--- config.mk ---
export PLATFORM = sky130hd
export DESIGN_NAME = gq_obuf
export DESIGN_NICKNAME = d
export VERILOG_FILES = /design/src/hdl/gq_pkg.sv /design/src/hdl/gq_obuf.sv
export SDC_FILE = /design/constraint.sdc
export NUM_CORES = 1
export LEC_CHECK = 0
export BUFFER_PORTS_ARGS = -buffer_cell sky130_fd_sc_hd__buf_2
export CAP_MARGIN = 20
export CORE_AREA = 4 4 62 86
export DETAILED_ROUTE_END_ITERATION = 10
export DIE_AREA = 0 0 66 90
export PLACE_DENSITY = 0.82
export SETUP_SLACK_MARGIN = 0.4
export SYNTH_ARGS = -nofsm -noshare
export SYNTH_HDL_FRONTEND = slang
export SYNTH_SLANG_ARGS = --single-unit
--- constraint.sdc ---
create_clock -name clk -period 1.8 [get_ports clk]
set_input_delay 0.27 -clock clk [delete_from_list [all_inputs] [get_ports clk]]
set_output_delay 0.27 -clock clk [all_outputs]
set_load 0.05 [all_outputs]
--- src/hdl/gq_pkg.sv ---
`timescale 1ns / 1ps
// Shared types and constants for the group-ordered queue.
// Depends on nothing; every other file imports it.
package gq_pkg;

    localparam int QUEUE_DEPTH_DEF = 256;
    localparam int GROUP_COUNT_DEF = 64;

    localparam int ID_W            = 16;
    localparam int GRP_W           = 6;
    localparam int STATUS_W        = 2;
    localparam int NUM_GROUP_CODES = 1 << GRP_W;

    localparam logic KIND_ENQUEUE = 1'b0;
    localparam logic KIND_DEQUEUE = 1'b1;

    localparam logic [STATUS_W-1:0] STATUS_ENQUEUED = 2'd0;
    localparam logic [STATUS_W-1:0] STATUS_DEQUEUED = 2'd1;
    localparam logic [STATUS_W-1:0] STATUS_EMPTY    = 2'd2;
    localparam logic [STATUS_W-1:0] STATUS_FULL     = 2'd3;

    typedef struct packed {
        logic             kind;
        logic [ID_W-1:0]  entry_id;
        logic [GRP_W-1:0] group_num;
    } gq_in_t;

    typedef struct packed {
        logic [STATUS_W-1:0] status;
        logic [ID_W-1:0]     out_id;
        logic [GRP_W-1:0]    out_group;
    } gq_out_t;

    typedef struct packed {
        logic             valid;
        logic [ID_W-1:0]  id;
        logic [GRP_W-1:0] grp;
        logic [GRP_W-1:0] key;
    } gq_entry_t;

    typedef enum logic [1:0] {
        TOK_SEEK,
        TOK_PUSH,
        TOK_PULL
    } gq_tok_op_t;

    typedef struct packed {
        logic       valid;
        gq_tok_op_t op;
        logic       seen;
        gq_entry_t  ent;
    } gq_tok_t;

    typedef logic [NUM_GROUP_CODES-1:0][GRP_W-1:0] gq_key_table_t;

endpackage

--- src/hdl/gq_obuf.sv ---
`timescale 1ns / 1ps
// Two-word result buffer between the issue stage and the result channel.
// Depends on gq_pkg.
module gq_obuf (
    input  logic            clk,
    input  logic            rst_n,
    input  logic            push,
    input  gq_pkg::gq_out_t push_word,
    output logic            full,
    output logic            pop_valid,
    input  logic            pop_ready,
    output gq_pkg::gq_out_t pop_word
);
    import gq_pkg::*;

    gq_out_t    mem_reg [2];
    logic       wr_ptr_reg;
    logic       wr_ptr_next;
    logic       rd_ptr_reg;
    logic       rd_ptr_next;
    logic [1:0] count_reg;
    logic [1:0] count_next;
    logic       pop;

    assign pop       = pop_valid && pop_ready;
    assign pop_valid = (count_reg != 2'd0);
    assign full      = (count_reg == 2'd2);
    assign pop_word  = mem_reg[rd_ptr_reg];

    always_comb
    begin
        wr_ptr_next = push ? !wr_ptr_reg : wr_ptr_reg;
        rd_ptr_next = pop ? !rd_ptr_reg : rd_ptr_reg;
        count_next  = count_reg;
        if (push && !pop)
        begin
            count_next = count_reg + 2'd1;
        end
        else if (pop && !push)
        begin
            count_next = count_reg - 2'd1;
        end
    end

    always_ff @(posedge clk)
    begin
        if (push)
        begin
            mem_reg[wr_ptr_reg] <= push_word;
        end
    end

    always_ff @(posedge clk or negedge rst_n)
    begin
        if (!rst_n)
        begin
            wr_ptr_reg <= 1'b0;
            rd_ptr_reg <= 1'b0;
            count_reg  <= 2'd0;
        end
        else
        begin
            wr_ptr_reg <= wr_ptr_next;
            rd_ptr_reg <= rd_ptr_next;
            count_reg  <= count_next;
        end
    end

endmodule

==> run_results.csv <==
group,metric,value,unit
detailed_routing,ant_nets,0,
setup_path,worstSetupStartpoint,"rd_ptr_reg",
yosys,synth.distinct_cells,15,
setup_path,crit_required,1.53,ns
power_and_ir_drop,p_sw,1.93,mW
hold_path,hp-class,"in2reg",
placed_design,hpwl,2.51,mm
setup_path,slowest_delay,0.47,ns
layout,multi_input_area,475,um^2
detailed_routing,routed_wl,3.56,mm
die,fp-row-count,29,
layout,register_area,0.00154,mm^2
global_routing,grt_pass1_wl,5.32,mm
layout,stdcell_count,221,
detailed_routing,drt_iter0_markers,35,
cts,clkLatencyLatePin,0.29,ns
yosys,yosys_warnings,0,
cts,cts_made_buffers,5,
power_and_ir_drop,switching_share,37.6,%
detailed_routing,post_drt_wl_per_cell,16.1,um
sta,max_slew_margin,74.5,%
yosys,synth_nets,120,
yosys,synth.area.mux_share,16.9,%
die,die-width,66,um
yosys,synth_xor_area_share,2.16,%
sta,setup_violations,0,
power_and_ir_drop,p_seq_share,33.7,%
yosys,ys_seq_elements,52,
layout,fillers,325,
sta,worst_slew_pin_slew,0.381,ns
layout,areaGrowthSynthToFinish,36.5,%
cts,cts-root-buf,"clkbuf_8",
layout,insertedDiodeCount,0,
outcome,outcome,"finished clean",
placed_design,dp_cells,208,
yosys,avgSynthCellArea,22.3,um^2
detailed_routing,drcViolationCount,0,
yosys,synth-simple-area-share,1.79,%
sta,min_period,1.68,ns
setup_path,critPathKind,"reg2out",
setup_path,cpLargestDelayFamily,"flip-flops",
yosys,synth_compound_area_share,0,%
die,coreArea,0.00454,mm^2
power_and_ir_drop,pwr-share-comb,51.5,%
power_and_ir_drop,finalPower,5.14,mW
global_routing,antenna_found_initial,0,
cts,h-tree-depth,2,
global_routing,first_global_vias,1112,
layout,nets,187,
setup_path,path_cells,"clkbuf_16, mux2_4, buf_6",
global_routing,grt.total_usage,12.1,%
sta,slew_violations,0,
sta,rsz0062_at_grt,"yes",
power_and_ir_drop,p_leak,1.12,nW
detailed_routing,vias_per_cell,4.60,
detailed_routing,via_count,1017,
setup_path,cp.arrival,1.41,ns
yosys,synth_top_family_by_area,"multiplexers",
sta,skew,0.00715,ns
setup_path,rr_startpoint,"count_reg[0]",
cts,cts_tree,"built",
setup_path,critPathBufInv,2,
power_and_ir_drop,ir_drop,0.000967,V
setup_path,crit_fanout,7,
job,maxCapViolCount,0,
layout,drive_gt1_share,62.9,%
global_routing,overflow,0,
layout,largest_reg_flops,48,
die,die_y,90,um
yosys,ys_seq_area_share,76.0,%
die,io_pins,54,
cts,ctsLongestPathBuffers,2,
sta,finalHoldViolCount,0,
die,start_util,44.7,%
sta,clock.fmax,0.596,GHz
yosys,synthesis.area,0.00203,mm^2
hold_path,hold_path_startpoint,"push_word[10]",
global_routing,grt_max_degree,16,
power_and_ir_drop,p_int,3.20,mW
setup_path,end_kind,"output pin",
placed_design,gp_congestion,0.684,
setup_path,cpMaxStageDelayCell,"dfrtp_2",
yosys,syn_inst,91,
cts,path_clk_slew,0.09,ns
power_and_ir_drop,powerDensity,1860,mW/mm^2
setup_path,cp-start-kind,"flip-flop",
sta,post-route-period-util,93.2,%
setup_path,r2r_slack,0.45,ns
power_and_ir_drop,power_frac_clock,14.7,%
placed_design,io_buffers,53,
detailed_routing,drt-pass1-iter-count,3,
yosys,synthAdderAreaFrac,0.617,%
cts,clkSinkCount,52,
die,die_area,0.00594,mm^2
sta,tns,0,ns
-- metrics by stage --
step	util (%)	setup WS [ns]	cell area, um^2	hold WS [ns]
floorplan	-	0.374	2040	-0.0256
detailed placement	52.4	0.366	2380	0.0811
global route	61.0	0.0703	2770	0.140
CTS	55.9	0.0790	2540	0.147
global placement	52.4	0.392	2380	0.0765
finish	61.0	0.123	2770	0.158
-- placed cells by master, fill, tap and decap left out, drive strengths merged --
| master | synthesis | routed |
|---|---|---|
| dfrtp | 4 | 4 |
| edfxtp | 48 | 48 |
| nor2b | 1 | 1 |
| dlygate4sd3 | 0 | 1 |
| nor2 | 1 | 1 |
| and2 | 1 | 1 |
| or2 | 1 | 1 |
| mux2 | 24 | 24 |
| ha | 1 | 1 |
| and2b | 1 | 1 |
| clkbuf | 0 | 7 |
| clkinv | 0 | 1 |
| bufinv | 0 | 1 |
| buf | 3 | 61 |
| xnor2 | 2 | 2 |
| nand2 | 1 | 1 |
| xor2 | 3 | 3 |
-- synthesized netlist by cell type, drive strengths merged --
master / number / area (um^2)
and2b: 1 / 7.51
nor2: 1 / 3.75
mux2: 24 / 342
xor2: 3 / 26.3
dfrtp: 4 / 100
xnor2: 2 / 17.5
nor2b: 1 / 6.26
edfxtp: 48 / 1440
buf: 3 / 51.3
or2: 1 / 8.76
and2: 1 / 6.26
nand2: 1 / 3.75
ha: 1 / 12.5
-- per-layer routing --
layer | GRT usage, % | wire, um
met2 | 20.9 | 2020
met1 | 13.5 | 1240
met5 | 0 | 0
met4 | 4.58 | 56
met3 | 4.11 | 241
-- final timing paths --
check	cells past startpoint	end
worst min-delay path	1	mem_reg[0][10]
worst min register to register	1	wr_ptr_reg
min in group asynchronous	2	count_reg[1]
worst max-delay path	3	pop_word[0]
max in group asynchronous	2	rd_ptr_reg
worst max register to register	6	count_reg[1]
-- cells by family (layout without fill, tap and decap cells) --
| group | count (synthesis) | after routing |
|---|---|---|
| buffers and inverters | 3 | 71 |
| and+or+nand+nor | 6 | 6 |
| DFF | 52 | 52 |
| muxes | 24 | 24 |
| adders and majority gates | 1 | 1 |
| xor gates and xnor gates | 5 | 5 |
-- repair_timing --
action / CTS / global route
endpoints found under the setup margin: 27 / 27
buffers inserted: 2 / 1
cloned: 0 / 1
gates resized for setup: 6 / 84
hold buffers: 1 / 0
hold endpoints to repair: 4 / 0
pin swaps: 1 / 0
-- power by group through the flow --
stage | combinational, mW | clock [mW] | sequential (mW)
2_1_floorplan | 1.78 | 0 | 1.71
3_3_place_gp | 2.04 | 0 | 1.72
3_5_place_dp | 2.08 | 0 | 1.74
4_1_cts | 2.17 | 0.780 | 1.71
5_1_grt | 2.76 | 0.834 | 1.76
6_report | 2.65 | 0.757 | 1.73
-- final cells by class --
| cell class | count | share of cell area, % |
|---|---|---|
| clock buffer | 6 | 2.62 |
| clock inverter | 2 | 1.27 |
| multi-input combinational | 36 | 17.2 |
| sequential | 52 | 55.7 |
| tap | 62 | 2.80 |
| timing repair buffer | 63 | 20.4 |
(Power assumes the default switching activity.)
