===== config.mk =====
export PLATFORM = sky130hd
export DESIGN_NAME = gq_cell
export DESIGN_NICKNAME = d
export VERILOG_FILES = /design/src/hdl/gq_pkg.sv /design/src/hdl/gq_cell.sv
export SDC_FILE = /design/constraint.sdc
export NUM_CORES = 1
export LEC_CHECK = 0
export ABC_AREA = 1
export BUFFER_PORTS_ARGS = -buffer_cell sky130_fd_sc_hd__buf_2
export CAP_MARGIN = 15
export CORE_MARGIN = 2
export CORE_UTILIZATION = 30
export DETAILED_ROUTE_END_ITERATION = 8
export PLACE_DENSITY = 0.55
export REMOVE_ABC_BUFFERS = 1
export SETUP_SLACK_MARGIN = 0.1
export SLEW_MARGIN = 15
export SYNTH_ARGS = -nofsm -noshare
export SYNTH_HDL_FRONTEND = slang
export SYNTH_SLANG_ARGS = --single-unit

===== constraint.sdc =====
create_clock -name clk -period 3.15 [get_ports clk]
set_input_delay 0 -clock clk [delete_from_list [all_inputs] [get_ports clk]]
set_output_delay 0 -clock clk [all_outputs]
set_load 0.01 [all_outputs]

===== src/hdl/gq_pkg.sv =====
`timescale 1ns / 1ps
// Shared types and constants for the group-ordered queue.
// Depends on nothing; every other file imports it.
package gq_pkg;

    localparam int QUEUE_DEPTH_DEF = 256;
    localparam int GROUP_COUNT_DEF = 64;

    localparam int ID_W            = 16;
    localparam int GRP_W           = 6;
    localparam int STATUS_W        = 2;
    localparam int NUM_GROUP_CODES = 1 << GRP_W;

    localparam logic KIND_ENQUEUE = 1'b0;
    localparam logic KIND_DEQUEUE = 1'b1;

    localparam logic [STATUS_W-1:0] STATUS_ENQUEUED = 2'd0;
    localparam logic [STATUS_W-1:0] STATUS_DEQUEUED = 2'd1;
    localparam logic [STATUS_W-1:0] STATUS_EMPTY    = 2'd2;
    localparam logic [STATUS_W-1:0] STATUS_FULL     = 2'd3;

    typedef struct packed {
        logic             kind;
        logic [ID_W-1:0]  entry_id;
        logic [GRP_W-1:0] group_num;
    } gq_in_t;

    typedef struct packed {
        logic [STATUS_W-1:0] status;
        logic [ID_W-1:0]     out_id;
        logic [GRP_W-1:0]    out_group;
    } gq_out_t;

    typedef struct packed {
        logic             valid;
        logic [ID_W-1:0]  id;
        logic [GRP_W-1:0] grp;
        logic [GRP_W-1:0] key;
    } gq_entry_t;

    typedef enum logic [1:0] {
        TOK_SEEK,
        TOK_PUSH,
        TOK_PULL
    } gq_tok_op_t;

    typedef struct packed {
        logic       valid;
        gq_tok_op_t op;
        logic       seen;
        gq_entry_t  ent;
    } gq_tok_t;

    typedef logic [NUM_GROUP_CODES-1:0][GRP_W-1:0] gq_key_table_t;

endpackage


===== src/hdl/gq_cell.sv =====
`timescale 1ns / 1ps
// One queue position: holds one entry and passes a token to its right neighbor.
// Depends on gq_pkg.
module gq_cell (
    input  logic              clk,
    input  logic              rst_n,
    input  gq_pkg::gq_tok_t   tok_in,
    input  gq_pkg::gq_entry_t ent_right,
    output gq_pkg::gq_entry_t ent,
    output gq_pkg::gq_tok_t   tok_out
);
    import gq_pkg::*;

    gq_entry_t ent_reg;
    gq_entry_t ent_next;
    gq_tok_t   tok_reg;
    gq_tok_t   tok_next;

    always_comb
    begin
        ent_next       = ent_reg;
        tok_next       = tok_in;
        tok_next.valid = 1'b0;
        if (tok_in.valid)
        begin
            case (tok_in.op)
                TOK_SEEK:
                begin
                    if (!ent_reg.valid)
                    begin
                        ent_next = tok_in.ent;
                    end
                    else if (ent_reg.key == tok_in.ent.key)
                    begin
                        tok_next      = tok_in;
                        tok_next.seen = 1'b1;
                    end
                    else if (tok_in.seen)
                    begin
                        // drop in at the end of the group, carry the old word on
                        ent_next       = tok_in.ent;
                        tok_next.valid = 1'b1;
                        tok_next.op    = TOK_PUSH;
                        tok_next.ent   = ent_reg;
                    end
                    else
                    begin
                        tok_next = tok_in;
                    end
                end
                TOK_PUSH:
                begin
                    ent_next = tok_in.ent;
                    if (ent_reg.valid)
                    begin
                        tok_next.valid = 1'b1;
                        tok_next.ent   = ent_reg;
                    end
                end
                TOK_PULL:
                begin
                    ent_next = ent_right;
                    tok_next = tok_in;
                end
                default:
                begin
                    ent_next = ent_reg;
                end
            endcase
        end
    end

    always_ff @(posedge clk or negedge rst_n)
    begin
        if (!rst_n)
        begin
            ent_reg.valid <= 1'b0;
            tok_reg.valid <= 1'b0;
        end
        else
        begin
            ent_reg <= ent_next;
            tok_reg <= tok_next;
        end
    end

    assign ent     = ent_reg;
    assign tok_out = tok_reg;

endmodule


==> impl_metrics.env <==
export IMPL_synth_seq_cells=62
export IMPL_p_sw_w=0.000817
export IMPL_p_per_area_nw_per_um2=465
export IMPL_grt_overflow=0
export IMPL_die_x_um=125
export IMPL_whs_path_depth=3
export IMPL_cts_repair_resized=0
export IMPL_clkSinkCount=62
export IMPL_dieArea_um2=15700
export IMPL_largest_reg_flops=33
export IMPL_ys_types=25
export IMPL_chipHeight_um=125
export IMPL_synth_top_family_by_area="simple AND/OR/NAND/NOR gates"
export IMPL_pre_cts_ws_ns=0.955
export IMPL_ir_worst_vdd_v=0.000250
export IMPL_antennaDiodeCount=0
export IMPL_cap_violations=0
export IMPL_cts_root_buf="clkbuf_16"
export IMPL_crit_required_ns=3.21
export IMPL_clk_latency_ns=0.34
export IMPL_clk_pin_slew_ns=0.06
export IMPL_core_area_um2=14500
export IMPL_start_kind="flop"
export IMPL_post_route_period_util_pct=70.7
export IMPL_grt_pass1_wl_um=22100
export IMPL_start_util_pct=30.6
export IMPL_holdWs_ns=0.0177
export IMPL_power_frac_clock_pct=38.3
export IMPL_cts_setup_buffers=0
export IMPL_setup_slack_ns=0.923
export IMPL_slew_headroom_pct=38.0
export IMPL_yosysWarnings=0
export IMPL_drv_slew=0
export IMPL_rsz0062_at_grt="no"
export IMPL_synth_adder_area_share_pct=1.13
export IMPL_syn_cell_area_um2=4430
export IMPL_fmax_mhz=449
export IMPL_vias_per_cell=4.60
export IMPL_synth_seq_area_share_pct=41.8
export IMPL_antenna_found_initial=0
export IMPL_end_kind="flop"
export IMPL_final_nets=851
export IMPL_setup_viol=0
export IMPL_cts_tree="yes"
export IMPL_p_leak_nw=2.87
export IMPL_h_tree_depth=3
export IMPL_layout_min_cycle_time_ns=2.23
export IMPL_crit_type="flop to flop"
export IMPL_setup_tns_final_ns=0
export IMPL_path_max_fanout=53
export IMPL_worstPathArrival_ns=2.29
export IMPL_power_frac_comb_pct=23.4
export IMPL_wire_per_inst_um=14.3
export IMPL_drive_gt1_share_pct=22.1
export IMPL_place_congestion=0.789
export IMPL_finalHoldViolCount=0
export IMPL_grt_pass1_vias=4126
export IMPL_ctsLongestPathBuffers=2
export IMPL_worstHoldPathType="primary input to flop"
export IMPL_drtIter0Drc=303
export IMPL_synth_compound_gate_area_share_pct=14.1
export IMPL_r2r_setup_slack_ns=0.92
export IMPL_p_seq_share_pct=38.2
export IMPL_grt_usage_pct=17.9
export IMPL_cts_made_buffers=9
export IMPL_numPortBuffers=125
export IMPL_p_sw_share_pct=30.5
export IMPL_fin_skew_ns=0.00562
export IMPL_run_status="complete, no violations"
export IMPL_intPower_w=0.00186
export IMPL_ant_nets=0
export IMPL_syn_area_per_cell_um2=6.82
export IMPL_pin_count=126
export IMPL_drt_pass1_iterations=5
export IMPL_nFillCells=1545
export IMPL_via_count=4470
export IMPL_drc=0
export IMPL_synth_cells=649
export IMPL_grt_max_degree=58
export IMPL_drt_wl_total_um=13900
export IMPL_r2r_cells=5
export IMPL_rows=44
export IMPL_dp_hpwl_um=8810
export IMPL_synth_xor_area_share_pct=0
export IMPL_muxShareOfSynthArea_pct=0
export IMPL_total_power_w=0.00268
export IMPL_area_growth_pct=30.2
export IMPL_tightest_slew_ns=0.930
export IMPL_synth_simple_area_share_pct=32.7
## area by class of cell
type	count	area, um2	area share, %
Clock inverter	4	45.0	0.782
Sequential cell	62	1850	32.1
Clock buffer	12	256	4.45
Multi-Input combinational cell	479	2120	36.8
Inverter	67	251	4.37
Tap cell	184	230	4.00
Timing Repair Buffer	164	1000	17.4
## worst paths after layout
| path | from | end |
|---|---|---|
| worst max-delay path | ent[28] | tok_out[0] |
| worst min-delay path | tok_in[3] | ent[3] |
| worst max register to register | ent[28] | tok_out[0] |
| worst min register to register | ent[17] | tok_out[17] |
| max in group asynchronous | rst_n | tok_out[32] |
| min in group asynchronous | rst_n | ent[28] |
## worst max-delay path, cell delays in order (launching register included)
cell      delay, ns
dfrtp_1        0.80
inv_2          0.39
buf_12         0.30
o21ai_0        0.16
a21boi_0       0.18
o22ai_1        0.11
## cell families (layout without fill, tap and decap cells)
family          after synthesis  in the layout
simple gates                357            357
compound gates              118            118
buf+inv                     108            247
flops                        62             62
fa+ha+maj                     4              4
## cell usage in the layout, fill, tap and decap left out
| cell type | count |
|---|---|
| dlygate4sd3_1 | 29 |
| a21boi_0 | 6 |
| clkbuf_1 | 1 |
| clkbuf_8 | 2 |
| o21bai_1 | 1 |
| clkinv_2 | 3 |
| nand2_1 | 295 |
| buf_12 | 1 |
| buf_2 | 125 |
| a21oi_2 | 1 |
| buf_4 | 9 |
| nand2_2 | 2 |
| edfxtp_1 | 60 |
| clkinv_1 | 19 |
| o22ai_1 | 6 |
| a31o_1 | 1 |
| nand3_1 | 20 |
| nand4_1 | 1 |
| nand3_2 | 12 |
| o21ai_0 | 71 |
| inv_2 | 9 |
| bufinv_16 | 1 |
| a31oi_1 | 1 |
| clkbuf_16 | 9 |
| ha_1 | 4 |
| dfrtp_1 | 2 |
| a21oi_1 | 31 |
| nor2_1 | 27 |
| inv_1 | 39 |
## what timing repair did
item                                   in CTS  in global routing
hold buffers                               29                  0
setup endpoints to repair                   0                  0
endpoints found under the hold margin      49                  0
## Yosys cell counts
library cell  instances  area, um2
nand4_1               1       6.26
clkinv_1             20       75.1
a31o_1                1       8.76
nand2_2               2       12.5
ha_1                  4       50.1
edfxtp_1             60       1800
buf_2                 4       20.0
buf_6                 4       45.0
nand3_1              20        100
o21bai_1              1       7.51
dfrtp_1               2       50.1
buf_4                 3       22.5
nand2_1             295       1110
clkbuf_1             23       86.3
o22ai_1               6       37.5
o21ai_0              71        355
nand3_2              12        120
nor2_1               27        101
a31oi_1               1       6.26
a21boi_0              6       45.0
inv_2                 7       26.3
a21oi_2               1       8.76
buf_1                 7       26.3
a21oi_1              31        155
inv_1                40        150
## stage by stage
stage	cells	utilization, %	area (um2)
after floorplan	608	-	4230
after global placement	927	35.7	5170
after detailed placement	927	35.7	5170
after CTS	972	39.8	5760
after global routing	972	39.8	5760
final	972	39.8	5760
## routing by layer
metal | share of wire (%) | routed length (um) | GRT usage, % | vias to the layer above
met5 | 0 | 0 | 0 | -
met4 | 1.6 | 221 | 6.80 | 0
met3 | 4.9 | 688 | 3.55 | 16
met2 | 47 | 6580 | 29.5 | 116
met1 | 46 | 6430 | 23.2 | 1998
li1 | - | - | - | 2340
## power by group through the flow
stage               logic, W  registers, W  clock network [W]
floorplan           0.000325       0.00106                  0
global placement    0.000604       0.00104                  0
detailed placement  0.000605       0.00104                  0
CTS                 0.000634       0.00102            0.00105
global route        0.000714       0.00103            0.00108
finish              0.000627       0.00102            0.00103
Power figures use the tool's default switching activity.
